File: config.mk
export PLATFORM = sky130hd
export DESIGN_NAME = radar_spoke_blob_segmenter_top
export DESIGN_NICKNAME = d
export VERILOG_FILES = /design/src/hw/rtl/rsbs_pkg.sv /design/src/hw/rtl/radar_spoke_blob_segmenter_top.sv /design/src/hw/rtl/rsbs_class_mem.sv /design/src/hw/rtl/rsbs_seg_fifo.sv
export SDC_FILE = /design/constraint.sdc
export NUM_CORES = 2
export LEC_CHECK = 0
export ABC_AREA = 1
export BUFFER_PORTS_ARGS = -buffer_cell sky130_fd_sc_hd__buf_4
export CAP_MARGIN = 30
export CORE_ASPECT_RATIO = 1.25
export CORE_MARGIN = 2
export CORE_UTILIZATION = 40
export DETAILED_ROUTE_END_ITERATION = 10
export PLACE_DENSITY = 0.63
export SLEW_MARGIN = 20
export SYNTH_ARGS = -nofsm -noshare
export SYNTH_HDL_FRONTEND = slang
export SYNTH_SLANG_ARGS = --single-unit
File: constraint.sdc
create_clock -name clk -period 5.5 [get_ports clk]
set_input_delay 0.55 -clock clk [delete_from_list [all_inputs] [get_ports clk]]
set_output_delay 0.55 -clock clk [all_outputs]
set_load 0.05 [all_outputs]
File: src/hw/rtl/rsbs_pkg.sv
// Types and constants of the radar spoke segmenter.
package rsbs_pkg;

  localparam int unsigned TABLE_DEPTH = 256;
  localparam int unsigned TABLE_AW    = 8;
  localparam int unsigned FIFO_DEPTH  = 4;
  localparam int unsigned FIFO_AW     = 2;
  localparam int unsigned ALPHA_FULL  = 255;
  localparam int unsigned PADDR_W     = 3;

  // Register index as decoded from paddr[2].
  localparam logic REG_SPOKES_PER_TURN = 1'b0;
  localparam logic REG_TRANSPARENCY    = 1'b1;

  localparam logic CMD_LOAD   = 1'b0;
  localparam logic CMD_SAMPLE = 1'b1;

  localparam logic [12:0] SPT_RESET = 13'd2048;

  typedef struct packed {
    logic        cmd;
    logic [7:0]  strength;
    logic [3:0]  class_value;
    logic [11:0] spoke_index;
    logic        last_sample;
  } in_item_t;

  typedef struct packed {
    logic [11:0] seg_spoke;
    logic [9:0]  seg_begin;
    logic [10:0] seg_end;
    logic [3:0]  seg_class;
    logic [7:0]  seg_alpha;
    logic        last_of_spoke;
  } seg_item_t;

  // Results pushed into the output queue in one cycle.
  typedef struct packed {
    logic first_vld;
    logic second_vld;
  } push_t;

endpackage

File: src/hw/rtl/radar_spoke_blob_segmenter_top.sv
// Top level of the radar spoke run segmenter.
// A sample's segments are registered in the input stage (s1, class-memory read)
// and then in the output queue before out_valid; a second segment follows.
// Throughput: one item per cycle; a sample may yield two segments, which the
// 4-entry output queue absorbs; in_stall rises only when that queue lacks room.
// Reset (rst, synchronous): run state, queue and class table cleared to none.
module radar_spoke_blob_segmenter_top #(
  parameter int unsigned MAX_SPOKE_LEN    = 1024,
  parameter int unsigned MAX_TRANSPARENCY = 10
) (
  input  logic                           clk,
  input  logic                           rst,
  input  logic                           in_valid,
  output logic                           in_stall,
  input  rsbs_pkg::in_item_t             in_item,
  output logic                           out_valid,
  input  logic                           out_stall,
  output rsbs_pkg::seg_item_t            out_item,
  input  logic                           psel,
  input  logic                           penable,
  input  logic                           pwrite,
  input  logic [rsbs_pkg::PADDR_W-1:0]   paddr,
  input  logic [31:0]                    pwdata,
  output logic [31:0]                    prdata,
  output logic                           pready
);

  localparam int unsigned RC_W = $clog2(MAX_SPOKE_LEN + 1);
  localparam int unsigned RS_W = $clog2(MAX_SPOKE_LEN);

  function automatic logic [7:0] alpha_calc(input int t);
    int tc;
    tc = (t > int'(MAX_TRANSPARENCY)) ? int'(MAX_TRANSPARENCY) : t;
    return 8'((int'(rsbs_pkg::ALPHA_FULL) * (int'(MAX_TRANSPARENCY) - tc))
              / MAX_TRANSPARENCY);
  endfunction

  // configuration
  logic [12:0] spokes_per_turn;
  logic [3:0]  transparency;
  logic [7:0]  alpha;
  logic [7:0]  alpha_lut [16];
  logic        cfg_wr;

  for (genvar g = 0; g < 16; g++) begin : g_alpha
    assign alpha_lut[g] = alpha_calc(g);
  end

  assign pready = 1'b1;
  assign cfg_wr = psel && penable && pwrite && pready;

  always_ff @(posedge clk) begin
    if (rst) begin
      spokes_per_turn <= rsbs_pkg::SPT_RESET;
      transparency    <= 4'd0;
      alpha           <= alpha_lut[0];
    end else if (cfg_wr) begin
      unique case (paddr[2])
        rsbs_pkg::REG_SPOKES_PER_TURN: spokes_per_turn <= pwdata[12:0];
        rsbs_pkg::REG_TRANSPARENCY: begin
          transparency <= pwdata[3:0];
          alpha        <= alpha_lut[pwdata[3:0]];
        end
        default: ;
      endcase
    end
  end

  always_comb begin
    unique case (paddr[2])
      rsbs_pkg::REG_SPOKES_PER_TURN: prdata = {19'd0, spokes_per_turn};
      rsbs_pkg::REG_TRANSPARENCY:    prdata = {28'd0, transparency};
      default:                       prdata = '0;
    endcase
  end

  // input stage
  logic                       in_acc;
  logic                       s1_vld;
  logic [11:0]                s1_spoke;
  logic                       s1_last;
  logic                       s1_fire;
  logic [3:0]                 s1_class;
  logic [rsbs_pkg::FIFO_AW:0] q_count;

  assign s1_fire  = s1_vld && (q_count <= (rsbs_pkg::FIFO_AW+1)'(rsbs_pkg::FIFO_DEPTH - 2));
  assign in_stall = s1_vld && !s1_fire;
  assign in_acc   = in_valid && !in_stall;

  rsbs_class_mem u_class_mem (
    .clk      (clk),
    .rst      (rst),
    .wr_en    (in_acc && (in_item.cmd == rsbs_pkg::CMD_LOAD)),
    .wr_addr  (in_item.strength),
    .wr_data  (in_item.class_value),
    .rd_en    (in_acc && (in_item.cmd == rsbs_pkg::CMD_SAMPLE)),
    .rd_addr  (in_item.strength),
    .rd_class (s1_class)
  );

  always_ff @(posedge clk) begin
    if (rst) begin
      s1_vld <= 1'b0;
    end else if (in_acc) begin
      s1_vld <= (in_item.cmd == rsbs_pkg::CMD_SAMPLE);
    end else if (s1_fire) begin
      s1_vld <= 1'b0;
    end
  end

  always_ff @(posedge clk) begin
    if (in_acc) begin
      s1_spoke <= in_item.spoke_index;
      s1_last  <= in_item.last_sample;
    end
  end

  // run tracking
  logic [3:0]      open_class, open_class_next, open_mid;
  logic [RS_W-1:0] run_start, run_start_next, start_mid;
  logic [RC_W-1:0] run_stop, run_stop_next, stop_mid;
  logic [RC_W-1:0] radius_count, radius_count_next;
  logic            drop, active;
  rsbs_pkg::push_t      push;
  rsbs_pkg::seg_item_t  seg_a, seg_b;

  always_comb begin
    drop              = ({1'b0, s1_spoke} >= spokes_per_turn);
    active            = (radius_count < RC_W'(MAX_SPOKE_LEN));
    open_mid          = open_class;
    start_mid         = run_start;
    stop_mid          = run_stop;
    radius_count_next = radius_count;
    push              = '0;

    seg_a.seg_spoke     = s1_spoke;
    seg_a.seg_begin     = 10'(run_start);
    seg_a.seg_end       = 11'(run_stop);
    seg_a.seg_class     = open_class;
    seg_a.seg_alpha     = alpha;
    seg_a.last_of_spoke = 1'b0;

    if (drop) begin
      if (s1_last) begin
        open_mid          = 4'd0;
        radius_count_next = '0;
      end
    end else if (active) begin
      if (s1_class == open_class) begin
        if (s1_class != 4'd0) begin
          stop_mid = radius_count + RC_W'(1);
        end
      end else begin
        push.first_vld = (open_class != 4'd0);
        if (s1_class != 4'd0) begin
          start_mid = RS_W'(radius_count);
          stop_mid  = radius_count + RC_W'(1);
        end
        open_mid = s1_class;
      end
      radius_count_next = radius_count + RC_W'(1);
    end

    seg_b.seg_spoke     = s1_spoke;
    seg_b.seg_begin     = 10'(start_mid);
    seg_b.seg_end       = 11'(stop_mid);
    seg_b.seg_class     = open_mid;
    seg_b.seg_alpha     = alpha;
    seg_b.last_of_spoke = 1'b1;

    open_class_next = open_mid;
    run_start_next  = start_mid;
    run_stop_next   = stop_mid;
    if (s1_last && !drop) begin
      push.second_vld     = (open_mid != 4'd0);
      // with no closing segment the class-change segment ends the spoke
      seg_a.last_of_spoke = (open_mid == 4'd0);
      open_class_next     = 4'd0;
      radius_count_next   = '0;
    end
  end

  always_ff @(posedge clk) begin
    if (rst) begin
      open_class   <= 4'd0;
      run_start    <= '0;
      run_stop     <= '0;
      radius_count <= '0;
    end else if (s1_fire) begin
      open_class   <= open_class_next;
      run_start    <= run_start_next;
      run_stop     <= run_stop_next;
      radius_count <= radius_count_next;
    end
  end

  rsbs_seg_fifo u_seg_fifo (
    .clk         (clk),
    .rst         (rst),
    .push        (s1_fire ? push : '0),
    .first_item  (seg_a),
    .second_item (seg_b),
    .count       (q_count),
    .out_valid   (out_valid),
    .out_stall   (out_stall),
    .out_item    (out_item)
  );

endmodule

File: src/hw/rtl/rsbs_class_mem.sv
// Class lookup memory with per-entry valid bits; unwritten entries read as none.
module rsbs_class_mem (
  input  logic                           clk,
  input  logic                           rst,
  input  logic                           wr_en,
  input  logic [rsbs_pkg::TABLE_AW-1:0]  wr_addr,
  input  logic [3:0]                     wr_data,
  input  logic                           rd_en,
  input  logic [rsbs_pkg::TABLE_AW-1:0]  rd_addr,
  output logic [3:0]                     rd_class
);

  logic [3:0]                       mem [rsbs_pkg::TABLE_DEPTH];
  logic [rsbs_pkg::TABLE_DEPTH-1:0] entry_vld;
  logic [3:0]                       rd_data;
  logic                             rd_vld;

  always_ff @(posedge clk) begin
    if (wr_en) begin
      mem[wr_addr] <= wr_data;
    end
    if (rd_en) begin
      rd_data <= mem[rd_addr];
    end
  end

  always_ff @(posedge clk) begin
    if (rst) begin
      entry_vld <= '0;
      rd_vld    <= 1'b0;
    end else begin
      if (wr_en) begin
        entry_vld[wr_addr] <= 1'b1;
      end
      if (rd_en) begin
        rd_vld <= entry_vld[rd_addr];
      end
    end
  end

  assign rd_class = rd_vld ? rd_data : 4'd0;

endmodule

File: src/hw/rtl/rsbs_seg_fifo.sv
// Segment queue; takes up to two per cycle, gives one unless out_stall.
module rsbs_seg_fifo (
  input  logic                         clk,
  input  logic                         rst,
  input  rsbs_pkg::push_t              push,
  input  rsbs_pkg::seg_item_t          first_item,
  input  rsbs_pkg::seg_item_t          second_item,
  output logic [rsbs_pkg::FIFO_AW:0]   count,
  output logic                         out_valid,
  input  logic                         out_stall,
  output rsbs_pkg::seg_item_t          out_item
);

  rsbs_pkg::seg_item_t           slots [rsbs_pkg::FIFO_DEPTH];
  logic [rsbs_pkg::FIFO_AW-1:0]  wr_ptr;
  logic [rsbs_pkg::FIFO_AW-1:0]  rd_ptr;
  logic [rsbs_pkg::FIFO_AW-1:0]  wr_ptr_2nd;
  logic [rsbs_pkg::FIFO_AW:0]    push_n;
  logic                          pop;

  assign out_valid  = (count != '0);
  assign out_item   = slots[rd_ptr];
  assign pop        = out_valid && !out_stall;
  assign wr_ptr_2nd = wr_ptr + rsbs_pkg::FIFO_AW'(1);
  assign push_n     = (rsbs_pkg::FIFO_AW+1)'(push.first_vld) +
                      (rsbs_pkg::FIFO_AW+1)'(push.second_vld);

  always_ff @(posedge clk) begin
    if (push.first_vld) begin
      slots[wr_ptr] <= first_item;
      if (push.second_vld) begin
        slots[wr_ptr_2nd] <= second_item;
      end
    end else if (push.second_vld) begin
      slots[wr_ptr] <= second_item;
    end
  end

  always_ff @(posedge clk) begin
    if (rst) begin
      wr_ptr <= '0;
      rd_ptr <= '0;
      count  <= '0;
    end else begin
      wr_ptr <= wr_ptr + push_n[rsbs_pkg::FIFO_AW-1:0];
      if (pop) begin
        rd_ptr <= rd_ptr + rsbs_pkg::FIFO_AW'(1);
      end
      count <= count + push_n - (rsbs_pkg::FIFO_AW+1)'(pop);
    end
  end

endmodule

==> qor.log <==
qor: clocking.ctsHoldBuffers 15
qor: synth.postSynth.asyncResetShare 0
qor: clocking.clkSinkCount 1548
qor: synth.yosys.area.top_type_share 0.577
qor: worst_setup_path.worstPathMaxFanout 22
qor: routing.remaining_drc_errors 0
qor: global_routing.grt_start_max_net_pins 172
qor: pwr.pwr_density_cell 363 mW/mm^2
qor: sta.unrepaired_setup_endpoints_after_global_routing no
qor: clocking.insertion_delay 780 ps
qor: global_routing.grt.total_usage 0.214
qor: clocking.cts_tree done
qor: synth.synth_enable_flop_cells 1217
qor: worst_setup_path.path_delay_family simple AND/OR/NAND/NOR gates
qor: placement.postPlaceCellArea 0.0664 mm^2
qor: worst_setup_path.timing.critical_path.slowest_cell_delay 440 ps
qor: clocking.cts_htree_levels 4
qor: routing.drt-wirelength-per-cell 21.4 um
qor: synth.post_synth_inst_count 5996
qor: global_routing.grt_most_used_layer met2
qor: layout.areaGrowthSynthToFinish 13.0%
qor: layout.layout.nets 6129
qor: sta.slew_at_the_pin_closest_to_its_max_slew_limit 1070 ps
qor: sta.finalCriticalPeriod 4170 ps
qor: floorplanning.pin_count 149
qor: placement.detailed_place_hpwl 101000 um
qor: clocking.numCtsBuffers 151
qor: worst_setup_path.timing.critical_path.cells ha_1, nand2_1, inv_1, nand2_1, nand2_1, o21bai_2, nand3_2, buf_4, nand2_1, o21ai_0, nor2_1, nand2_1, nand3_1, ha_1, inv_1, nand2_1, nand2_2, inv_2, nor2_1
qor: layout.final_layout_size_suffix_gt1_frac 0.0808
qor: sta.hold_viol_final 0
qor: synth.synth.lib_cells_used.distinct 43
qor: sta.worst_clock_skew 26.5 ps
qor: hold_path.hold_depth 3
qor: worst_setup_path.slowest_stage inv_2
qor: global_routing.use_met1 0.260
qor: layout.final.fill_count 14.4k
qor: global_routing.overflow 0
qor: placement.pre_cts_ws 1300 ps
qor: layout.num_antenna_cells 0
qor: synth.synth.ff_latch_count 1548
qor: global_routing.grt_antenna_before_repair 3
qor: worst_setup_path.critical_path_class flop to flop
qor: worst_setup_path.crit_path_end_kind flop
qor: layout.finish.cell_count_without_fillers 8226
qor: global_routing.met2_usage 0.370
qor: hold_path.worstHoldPathType input port to flop
qor: pwr.peak_supply_drop 221 uV
qor: synth.synth-warning-count 0
qor: floorplanning.design.core.area 0.158 mm^2
qor: floorplanning.die_height 449 um
qor: routing.post_drt_via_cell_ratio 5.43
qor: sta.setup_viol 0
qor: sta.fin_crit_sh 0.758
qor: worst_setup_path.worstPathArrival 4680 ps
qor: global_routing.global_route.usage.met3 0.0395
qor: synth.synth_largest_area_cell edfxtp_1
qor: worst_setup_path.cp-start-kind flop
qor: global_routing.global_route_wire_length_before_repair 265000 um
qor: routing.final_antenna_net_count 0
qor: synth.synth.cell_area 0.0634 mm^2
qor: synth.top_flip_flop_cell_by_instance_count_after_synthesis edfxtp_1
qor: global_routing.via_count_of_the_first_global_routing_pass 44.0k
qor: placement.gp_congestion 0.835
qor: floorplanning.starting_density_of_the_core 0.402
qor: clocking.clockBufferDepth 3
qor: sta.setup_total_negative_slack 0 ps
qor: run.max-cap-violations 0
qor: worst_setup_path.critical_path.most_common_cell nand2_1
qor: sta.setup_slack 1330 ps
qor: worst_setup_path.data_required_time_of_the_worst_path 6010 ps
qor: sta.fmaxAchievable 240 MHz
qor: clocking.cts.repair_timing.setup_buffer_count 0
qor: pwr.p_leak 0.0275 uW
qor: placement.placed_cells 7928
qor: synth.seq_area_frac_synth 0.681
qor: routing.drt_wl_total 176000 um
qor: routing.via_count 44.7k
qor: placement.io_buffers 107
qor: status.run_status finished clean
qor: clocking.cts_resized 0
qor: floorplanning.floorplan.rows 163
qor: worst_setup_path.worst-path-buf-inv 4
qor: sta.timing_max_transition_violations_final 0
qor: synth.yosys-top-cells-area edfxtp_1 (58%), dfxtp_1 (10%), nand2_1 (9.9%)
qor: layout.most_frequent_standard_cell_in_the_layout_excluding_fill_and_tap_cells nand2_1
qor: synth.syn_avg_cell_area 10.6 um^2
qor: sta.timing.slew.headroom 0.284
qor: clocking.clock_pin_transition_on_the_worst_setup_and_hold_timing_paths 60 ps
qor: clocking.root_buffer clkbuf_16
qor: floorplanning.die_area 0.162 mm^2
qor: layout.finish.instance_area 0.0716 mm^2
qor: worst_setup_path.worst_r2r_path_depth 19
qor: routing.first_pass_iters 6
qor: routing.initialDrtViolationCount 4737
qor: floorplanning.dieWidth 360 um
qor: worst_setup_path.cp_num_cells 19
qor: layout.layout.cells.most_common_list nand2_1 (1665), edfxtp_1 (1217), nor2_1 (674)
[layer usage]
metal  up-vias  wire, um
li1      20721         -
met1     21762     69300
met2      1775     86400
met3       408     12900
met4         6      7500
met5         -        40
[cell usage after synthesis (17+ instances only)]
cell      instances
clkbuf_1        215
nor2_1          679
inv_1           353
o22ai_1          69
buf_4            24
nand3_1         165
nand2_1        1668
a22oi_1         408
buf_2            83
edfxtp_1       1217
a21oi_1          70
inv_2            17
dfxtp_1         331
nand4_1          77
o21ai_0         418
o21ai_1          72
buf_1            27
ha_1             25
[tightest hold or removal path, stage by stage]
cell and delay [ps]:
buf_4 80, o21ai_0 70, a21oi_1 100
[metrics by stage]
step | total power [uW] | hold slack [ps] | utilization
after floorplan | 14600 | 432 | -
after global placement | 15600 | 443 | 0.421
after detailed placement | 15600 | 445 | 0.421
after CTS | 26100 | 7.59 | 0.454
after global routing | 26700 | 53.5 | 0.454
final | 26000 | 58.6 | 0.454
[report_power, final]
group	internal, uW	total [uW]	switching, uW
combinational	646	2690	2050
sequential	12700	12700	54.0
clock	6040	10500	4500
total	19300	26000	6610
[path summary, 6_finish.rpt]
path | slack (ps) | start | endpoint
max | 1330 | s1_spoke[4]$_DFFE_PP_ | u_seg_fifo.slots[0][43]$_DFFE_PP_
min | 60 | pwdata[6] | spokes_per_turn[6]$_SDFFE_PP0P_
max reg2reg | 1330 | s1_spoke[4]$_DFFE_PP_ | u_seg_fifo.slots[0][43]$_DFFE_PP_
min reg2reg | 460 | u_class_mem.entry_vld[133]$_SDFFE_PP0P_ | u_class_mem.entry_vld[133]$_SDFFE_PP0P_
[registers in the layout, summed over array words and instances (netlist names), named ones only]
name / cells
alpha: 7
open_class: 4
radius_count: 11
run_start: 10
run_stop: 11
s1_last: 1
s1_spoke: 12
s1_vld: 1
spokes_per_turn: 13
transparency: 4
u_class_mem.entry_vld: 256
u_class_mem.mem: 1024
u_class_mem.rd_data: 4
u_class_mem.rd_vld: 1
u_seg_fifo.count: 3
u_seg_fifo.rd_ptr: 2
u_seg_fifo.slots: 180
u_seg_fifo.wr_ptr: 2
[cell type report]
class / instances / area, um^2 / share of cell area
Inverter: 379 / 1440 / 0.0201
Clock buffer: 211 / 4310 / 0.0602
Tap cell: 2062 / 2580 / 0.0360
Timing Repair Buffer: 219 / 1940 / 0.0271
Multi-Input combinational cell: 3736 / 17400 / 0.243
Sequential cell: 1548 / 43200 / 0.603
Clock inverter: 71 / 767 / 0.0107
[cells by family (layout without fill, tap and decap cells)]
| family | Yosys count | count (layout) | synth area share |
|---|---|---|---|
| and+or+nand+nor | 2626 | 2626 | 0.164 |
| DFF | 1548 | 1548 | 0.681 |
| AOI/OAI and AO/OA | 1055 | 1055 | 0.102 |
| buffers and inverters | 730 | 880 | 0.0465 |
| adders and majority gates | 26 | 26 | 0.00525 |
| xor gates and xnor gates | 9 | 9 | 0.00124 |
| other | 2 | 20 | 0.000119 |
Power figures use the tool's default switching activity.
